$ cat src/rtl/dotted_quad_ipv4_parser_unit_defines.svh
// assertion macros shared by the rtl
`ifndef DOTTED_QUAD_IPV4_PARSER_UNIT_DEFINES_SVH
`define DOTTED_QUAD_IPV4_PARSER_UNIT_DEFINES_SVH

// same-cycle implication, checked out of reset
`define DQIP_ASSERT_IMP(label, clk, rst_n, ante, cons) \
    label: assert property (@(posedge clk) disable iff (!(rst_n)) (ante) |-> (cons)) \
        else $error("dqip same-cycle check failed");

// next-cycle implication, checked out of reset
`define DQIP_ASSERT_NEXT(label, clk, rst_n, ante, cons) \
    label: assert property (@(posedge clk) disable iff (!(rst_n)) (ante) |=> (cons)) \
        else $error("dqip next-cycle check failed");

`endif

$ cat src/rtl/dqip_pkg.sv
`default_nettype none

package dqip_pkg;

    // field widths
    localparam int unsigned CHAR_W  = 16;
    localparam int unsigned OCTET_W = 8;
    localparam int unsigned ADDR_W  = 32;
    localparam int unsigned DOTS_W  = 2;

    typedef logic [CHAR_W-1:0]  t_char;
    typedef logic [OCTET_W-1:0] t_octet;
    typedef logic [ADDR_W-1:0]  t_addr;
    typedef logic [DOTS_W-1:0]  t_dots;

    // product of one octet step: 255 * 10 + 9 fits in 12 bits
    typedef logic [11:0] t_wide_octet;

    // character codes
    localparam t_char CHAR_ZERO = 16'h0030;
    localparam t_char CHAR_NINE = 16'h0039;
    localparam t_char CHAR_DOT  = 16'h002E;

    localparam t_wide_octet OCTET_MAX = 12'd255;
    localparam t_wide_octet RADIX     = 12'd10;
    localparam t_dots       DOTS_FULL = 2'd3;

endpackage

`default_nettype wire

$ cat src/rtl/dotted_quad_ipv4_parser_unit.sv
`default_nettype none

// Parses a dotted-quad IPv4 address sent as UTF-16 characters, one character
// per transfer on the slave stream, with tlast set on a closing transfer that
// carries no character. Each closing transfer yields one result transfer on
// the master stream: the 32-bit address (first octet in the top byte, zero
// when the text is invalid), a text-valid flag and a subnet-mask flag.
// Characters are taken at one per clock with no gaps; the parse state is a
// single register stage updated by one multiply-by-ten, add and compare per
// character, so the sustained rate is one transfer per cycle unless stalled.
// The end marker is held in the input register, its result in the result
// register. The slave side keeps accepting characters while a result waits
// on the master side; only a second end marker stalls behind an untaken result.
`include "dotted_quad_ipv4_parser_unit_defines.svh"

module dotted_quad_ipv4_parser_unit
    import dqip_pkg::*;
(
    input  wire logic        i_clk,
    input  wire logic        i_rst_n,
    // slave stream
    input  wire logic        i_s_axis_tvalid,
    output logic             o_s_axis_tready,
    input  wire logic [15:0] i_s_axis_tdata,  // [15:0] char_code
    input  wire logic        i_s_axis_tlast,  // end_of_text
    // master stream
    output logic             o_m_axis_tvalid,
    input  wire logic        i_m_axis_tready,
    output logic [31:0]      o_m_axis_tdata,  // [31:0] address
    output logic [1:0]       o_m_axis_tuser   // [0] text_valid, [1] mask_valid
);

    // input register
    logic  r_in_valid;
    t_char r_in_char;
    logic  r_in_last;

    // parse state
    t_octet             r_octet;
    t_dots              r_dots;
    logic [3*OCTET_W-1:0] r_done;
    logic               r_error;
    logic               r_char_seen;

    t_octet             n_octet;
    t_dots              n_dots;
    logic [3*OCTET_W-1:0] n_done;
    logic               n_error;
    logic               n_char_seen;

    // result register
    logic  r_out_valid;
    t_addr r_out_addr;
    logic  r_out_text_valid;
    logic  r_out_mask_valid;

    logic        s_in_xfer;
    logic        s_step;
    logic        s_is_digit;
    logic        s_is_dot;
    t_wide_octet s_next_octet;
    logic        s_text_valid;
    t_addr       s_addr;
    t_addr       s_inv;
    logic        s_mask_valid;

    // the held item moves on unless it is an end marker blocked by a waiting result
    assign s_step          = r_in_valid && (!r_in_last || !r_out_valid || i_m_axis_tready);
    assign o_s_axis_tready = !r_in_valid || s_step;
    assign s_in_xfer       = i_s_axis_tvalid && o_s_axis_tready;

    // character classes and octet arithmetic
    assign s_is_digit   = (r_in_char >= CHAR_ZERO) && (r_in_char <= CHAR_NINE);
    assign s_is_dot     = (r_in_char == CHAR_DOT);
    assign s_next_octet = {4'b0000, r_octet} * RADIX + {8'h00, r_in_char[3:0]};

    // result of the text closed by the held end marker
    assign s_text_valid = !r_error && r_char_seen && (r_dots == DOTS_FULL);
    assign s_addr       = s_text_valid ? {r_done, r_octet} : '0;
    assign s_inv        = ~s_addr;
    assign s_mask_valid = s_text_valid && ((s_inv & (s_inv + 32'd1)) == '0);

    // next parse state
    always_comb begin
        n_octet     = r_octet;
        n_dots      = r_dots;
        n_done      = r_done;
        n_error     = r_error;
        n_char_seen = r_char_seen;
        if (s_step) begin
            if (r_in_last) begin
                n_octet     = '0;
                n_dots      = '0;
                n_done      = '0;
                n_error     = 1'b0;
                n_char_seen = 1'b0;
            end else begin
                n_char_seen = 1'b1;
                if (!r_error) begin
                    priority if (s_is_digit) begin
                        if (s_next_octet > OCTET_MAX) begin
                            n_error = 1'b1;
                        end else begin
                            n_octet = s_next_octet[OCTET_W-1:0];
                        end
                    end else if (s_is_dot) begin
                        if (r_dots == DOTS_FULL) begin
                            n_error = 1'b1;
                        end else begin
                            n_done  = {r_done[2*OCTET_W-1:0], r_octet};
                            n_octet = '0;
                            n_dots  = r_dots + 2'd1;
                        end
                    end else begin
                        n_error = 1'b1;
                    end
                end
            end
        end
    end

    // control and parse state
    always_ff @(posedge i_clk) begin
        if (!i_rst_n) begin
            r_in_valid  <= 1'b0;
            r_out_valid <= 1'b0;
            r_octet     <= '0;
            r_dots      <= '0;
            r_done      <= '0;
            r_error     <= 1'b0;
            r_char_seen <= 1'b0;
        end else begin
            if (s_in_xfer) begin
                r_in_valid <= 1'b1;
            end else if (s_step) begin
                r_in_valid <= 1'b0;
            end
            if (s_step && r_in_last) begin
                r_out_valid <= 1'b1;
            end else if (i_m_axis_tready) begin
                r_out_valid <= 1'b0;
            end
            r_octet     <= n_octet;
            r_dots      <= n_dots;
            r_done      <= n_done;
            r_error     <= n_error;
            r_char_seen <= n_char_seen;
        end
    end

    // payload registers
    always_ff @(posedge i_clk) begin
        if (s_in_xfer) begin
            r_in_char <= i_s_axis_tdata;
            r_in_last <= i_s_axis_tlast;
        end
        if (s_step && r_in_last) begin
            r_out_addr       <= s_addr;
            r_out_text_valid <= s_text_valid;
            r_out_mask_valid <= s_mask_valid;
        end
    end

    assign o_m_axis_tvalid = r_out_valid;
    assign o_m_axis_tdata  = r_out_addr;
    assign o_m_axis_tuser  = {r_out_mask_valid, r_out_text_valid};

    // checks
    `DQIP_ASSERT_IMP(a_invalid_is_zero, i_clk, i_rst_n, r_out_valid && !r_out_text_valid, r_out_addr == '0 && !r_out_mask_valid)
    `DQIP_ASSERT_IMP(a_mask_needs_text, i_clk, i_rst_n, r_out_valid && r_out_mask_valid, r_out_text_valid)
    `DQIP_ASSERT_NEXT(a_end_clears_state, i_clk, i_rst_n, s_step && r_in_last, r_dots == '0 && !r_error && !r_char_seen && r_octet == '0)
    `DQIP_ASSERT_IMP(a_stall_only_when_held, i_clk, i_rst_n, !o_s_axis_tready, r_in_valid && r_in_last && r_out_valid)

endmodule

`default_nettype wire

$ cat config.mk
export PLATFORM = sky130hd
export DESIGN_NAME = dotted_quad_ipv4_parser_unit
export DESIGN_NICKNAME = d
export VERILOG_FILES = /design/src/rtl/dqip_pkg.sv /design/src/rtl/dotted_quad_ipv4_parser_unit.sv
export VERILOG_INCLUDE_DIRS = /design/src /design/src/rtl
export SDC_FILE = /design/constraint.sdc
export NUM_CORES = 1
export LEC_CHECK = 0
export BUFFER_PORTS_ARGS = -buffer_cell sky130_fd_sc_hd__buf_2
export CORE_MARGIN = 10
export CORE_UTILIZATION = 55
export DETAILED_ROUTE_END_ITERATION = 10
export GPL_ROUTABILITY_DRIVEN = 0
export GPL_TIMING_DRIVEN = 0
export HOLD_SLACK_MARGIN = 0.08
export PLACE_DENSITY = 0.89
export RECOVER_POWER = 100
export SLEW_MARGIN = 5
export SYNTH_ARGS = -nofsm -noshare
export SYNTH_HDL_FRONTEND = slang
export SYNTH_SLANG_ARGS = --single-unit
$ cat constraint.sdc
create_clock -name i_clk -period 4.7 [get_ports i_clk]
set_input_delay 0.47 -clock i_clk [delete_from_list [all_inputs] [get_ports i_clk]]
set_output_delay 0.47 -clock i_clk [all_outputs]
set_load 0.005 [all_outputs]
==> flow_metrics.py <==
metrics = {
    "route": {
        "number_of_nets_with_antenna_violations_after_detailed_routing": 0,
        "number_of_optimization_iterations_in_the_first_detailed_route_pass": 4,
        "initialDrtViolationCount": 97,
        "drt-total-wl_um": 8200,
        "drc_violation_count_after_routing": 0,
        "num_vias": 3013,
        "wire_per_inst_um": 14.8,
        "drt-vias-per-instance": 5.44,
    },
    "synthesis": {
        "synth-seq-area-share_pct": 54.7,
        "ys_warn_count": 0,
        "synth.lib_cells_used.distinct": 51,
        "yosys.area.top_type": "sky130_fd_sc_hd__edfxtp_1",
        "postSynthRegisterBits": 89,
        "synth_top_family_by_area": "simple AND/OR/NAND/NOR gates",
        "syn_area_um2": 4190,
        "synthCells": 383,
        "yosys_most_used_dff": "sky130_fd_sc_hd__edfxtp_1",
        "post_synth_main_area_contributors": "sky130_fd_sc_hd__edfxtp_1 37%, sky130_fd_sc_hd__dfxtp_1 18%, sky130_fd_sc_hd__ha_1 4.8%, sky130_fd_sc_hd__and2_1 4.6%, sky130_fd_sc_hd__a21oi_1 4.2%",
        "post_synth_fa_ha_maj_area_fraction_pct": 5.73,
        "asyncSetResetFlopFracSynth_pct": 0,
        "synth_enable_flop_cells": 51,
        "postSynthAreaPerCell_um2": 10.9,
        "post-synth-top-area-fraction_pct": 36.5,
        "synth.mux.area_fraction_pct": 1.91,
        "post_synth_xor_area_fraction_pct": 1.67,
        "synthSimpleGateAreaFrac_pct": 24.2,
        "synth-compound-area-share_pct": 8.81,
        "mappedNetlistNets": 422,
    },
    "sta": {
        "max_slew.worst_pin.slew_ns": 1.88,
        "slew_limit_fails": 57,
        "max_freq_mhz": 290,
        "finalSetupViolations": 0,
        "final.setup.tns_ns": 0,
        "skew_ns": 0.00943,
        "max-slew-margin-rel_pct": -25.6,
        "grt_setup_unrepaired": "false",
        "timing.final.hold_violations": 0,
        "finalWorstPathRequiredPeriod_ns": 3.45,
        "period_share_pct": 73.4,
    },
    "global_route": {
        "gr-usage-met2_pct": 24.7,
        "grt_pass1_wl_um": 13600,
        "gr-usage-all-layers_pct": 14.6,
        "grt_most_used_layer": "met2",
        "grtUsageMet3_pct": 4.13,
        "grt_util_met1_pct": 16.4,
        "grt_max_degree": 39,
        "grt_overflow": 0,
        "grt_antenna_before_repair": 0,
        "first_global_vias": 2925,
    },
    "cts": {
        "post_cts.repair.setup_buffers": 0,
        "clk_latency_ns": 0.36,
        "cts_max_level": 3,
        "tritoncts_sinks": 89,
        "cts.hold.buffers_added": 0,
        "worst_setup_hold_path_clk_slew_ns": 0.09,
        "numCtsBuffers": 9,
        "cts.path.max_buffers": 2,
        "cts_tree": "yes",
        "cts.root.buffer_cell": "sky130_fd_sc_hd__clkbuf_8",
        "postCtsResizedCells": 0,
    },
    "status": {
        "violated_checks": "max-capacitance violations, max-slew violations",
        "result_of_the_run": "finished with violations",
    },
    "finish": {
        "design_area_um2": 4700,
        "post_route_cells_drive_above_1_share_pct": 10.5,
        "ff_latch_area_um2": 2290,
        "nets": 489,
        "area_delta_synth_final_pct": 12.2,
        "combined_area_of_the_multi_input_logic_cells_um2": 1750,
        "fin_util_pct": 64.2,
        "antenna_cells": 0,
        "fill_cells": 586,
    },
    "floorplanning": {
        "starting_density_pct": 57.2,
        "floorplan.die_area_um2": 11500,
        "die_h_um": 107,
        "core_area_um2": 7330,
        "die_x_um": 107,
        "top_level_ports": 57,
        "floorplan.rows": 31,
    },
    "critical_path": {
        "setup.worst_path.class": "reg -> reg",
        "timing.rr.end": "r_octet[6]",
        "cell_count_of_the_worst_reg_to_reg_path": 8,
        "worst_ep_required_time_ns": 4.98,
        "crit_arrival_ns": 3.73,
        "r2r-start": "o_m_axis_tvalid",
        "endpoint": "r_octet[6]",
        "critPathCaptureType": "flop",
        "critPathLaunch": "o_m_axis_tvalid",
        "r2r_setup_slk_ns": 1.25,
        "critPathMaxFanout": 38,
        "worst_setup_path_start_kind": "flop",
    },
    "power_and_ir_drop": {
        "power_density_nw_per_um2": 288,
        "power.leakage_nw": 1.77,
        "power.ir.vdd_worst_v": 0.000218,
    },
    "placement": {
        "placement.cell_area_um2": 4600,
        "place.port_buffers": 56,
        "post-dp-hpwl_um": 5940,
    },
    "hold_path": {
        "timing.hold.worst.class": "in -> reg",
    },
    "job": {
        "timing.max_cap.violations": 2,
    },
}
power by group:
group | internal [W] | switching [W] | total (W) | leakage [nW]
combinational | 0.0000200 | 0.0000307 | 0.0000507 | 0.891
clock | 0.000193 | 0.000267 | 0.000460 | 0.0765
sequential | 0.000837 | 0.00000650 | 0.000844 | 0.806
total | 0.00105 | 0.000304 | 0.00135 | 1.77
placed cells by master, fill, tap and decap left out, types with 2 or more instances in the layout:
cell and n:
sky130_fd_sc_hd__mux2i_1 8, sky130_fd_sc_hd__o221ai_1 2, sky130_fd_sc_hd__nor2b_1 28, sky130_fd_sc_hd__nor3b_1 24, sky130_fd_sc_hd__and2_1 11, sky130_fd_sc_hd__nor4b_1 2, sky130_fd_sc_hd__xnor2_1 3, sky130_fd_sc_hd__o21ai_1 2
sky130_fd_sc_hd__a221oi_1 2, sky130_fd_sc_hd__dfxtp_1 38, sky130_fd_sc_hd__o21ai_0 6, sky130_fd_sc_hd__and3_1 4, sky130_fd_sc_hd__a31oi_1 3, sky130_fd_sc_hd__and2_0 20, sky130_fd_sc_hd__inv_1 9, sky130_fd_sc_hd__a21boi_0 2
sky130_fd_sc_hd__clkbuf_1 50, sky130_fd_sc_hd__nand3_1 3, sky130_fd_sc_hd__nor4_1 5, sky130_fd_sc_hd__nand2_1 31, sky130_fd_sc_hd__clkbuf_8 9, sky130_fd_sc_hd__edfxtp_1 51, sky130_fd_sc_hd__buf_2 25, sky130_fd_sc_hd__fa_1 2
sky130_fd_sc_hd__clkinvlp_4 3, sky130_fd_sc_hd__ha_1 16, sky130_fd_sc_hd__nor3_1 12, sky130_fd_sc_hd__xor2_1 5, sky130_fd_sc_hd__or4_4 2, sky130_fd_sc_hd__and3b_1 3, sky130_fd_sc_hd__a21o_1 5, sky130_fd_sc_hd__a21oi_1 35
sky130_fd_sc_hd__nor2_1 12
how the worst min path moves through the flow:
stage | slack, ns | startpoint | endpoint | cells after the start
after floorplan | 0.48 | r_error | r_error | 1
after global placement | 0.49 | r_error | r_error | 1
after detailed placement | 0.50 | r_error | r_error | 1
after CTS | 0.27 | i_s_axis_tdata[12] | r_in_char[12] | 1
after global routing | 0.27 | i_s_axis_tdata[12] | r_in_char[12] | 1
final | 0.28 | i_s_axis_tdata[12] | r_in_char[12] | 1
metal layers:
metal / part of all wire [%] / up-vias
met2: 49 / 93
met1: 41 / 1402
met4: 2.4 / 0
met5: 0 / -
li1: - / 1502
met3: 7.0 / 16
per-stage QoR:
stage | setup slack (ns) | total power, W | instances | hold slack, ns
3_3_place_gp | 1.21 | 0.000912 | 538 | 0.492
3_5_place_dp | 1.47 | 0.000915 | 538 | 0.501
2_1_floorplan | 1.91 | 0.000891 | 383 | 0.479
6_report | 1.25 | 0.00135 | 554 | 0.281
4_1_cts | 1.59 | 0.00137 | 554 | 0.269
5_1_grt | 0.828 | 0.00141 | 554 | 0.266
final cells by class:
cell class	count	share of cell area, %
Multi-Input combinational cell	264	37.3
Inverter	9	0.718
Tap cell	99	2.63
Clock buffer	10	2.71
Clock inverter	6	0.931
Timing Repair Buffer	56	5.13
Buffer	21	1.84
Sequential cell	89	48.7
flip-flops by register name, indices dropped and copies added, names as in the netlist, 2 cells and up:
register and flops:
o_m_axis_tdata 32, r_in_char 16, r_dots 2, r_done 24
r_octet 8
worst max-delay path, stage by stage, from the launching register on:
cell                       delay, ns
sky130_fd_sc_hd__dfxtp_1        0.33
sky130_fd_sc_hd__nor2b_1        0.27
sky130_fd_sc_hd__nand2_1        0.15
sky130_fd_sc_hd__and3_1         0.20
sky130_fd_sc_hd__clkbuf_1       0.70
sky130_fd_sc_hd__a21oi_1        0.78
sky130_fd_sc_hd__a21boi_0       0.23
sky130_fd_sc_hd__clkbuf_1       0.45
sky130_fd_sc_hd__mux2i_1        0.25
cells by family (layout without fill, tap and decap cells):
group | count (synthesis) | in the layout
AOI/OAI and AO/OA | 63 | 63
xor gates and xnor gates | 8 | 8
adders and majority gates | 18 | 18
buffers and inverters | 30 | 102
DFF | 89 | 89
muxes | 8 | 8
and+or+nand+nor | 167 | 167
Yosys cell counts (all sizes together) (2+ instances only):
library cell and n:
dfxtp 38, o21ai 8, nand2 31, buf 5, a21oi 35, xor2 5, xnor2 3, and2 32
nor4 6, nor3 12, or4 2, mux2i 8, nand3 4, and3 4, ha 16, edfxtp 51
fa 2, nor2 12, and3b 3, o221ai 2, a221oi 2, clkbuf 16, nor2b 29, nor4b 2
a21boi 2, a21o 5, inv 9, a31oi 3, nor3b 24
No activity file was read; power rests on OpenSTA's default activity.
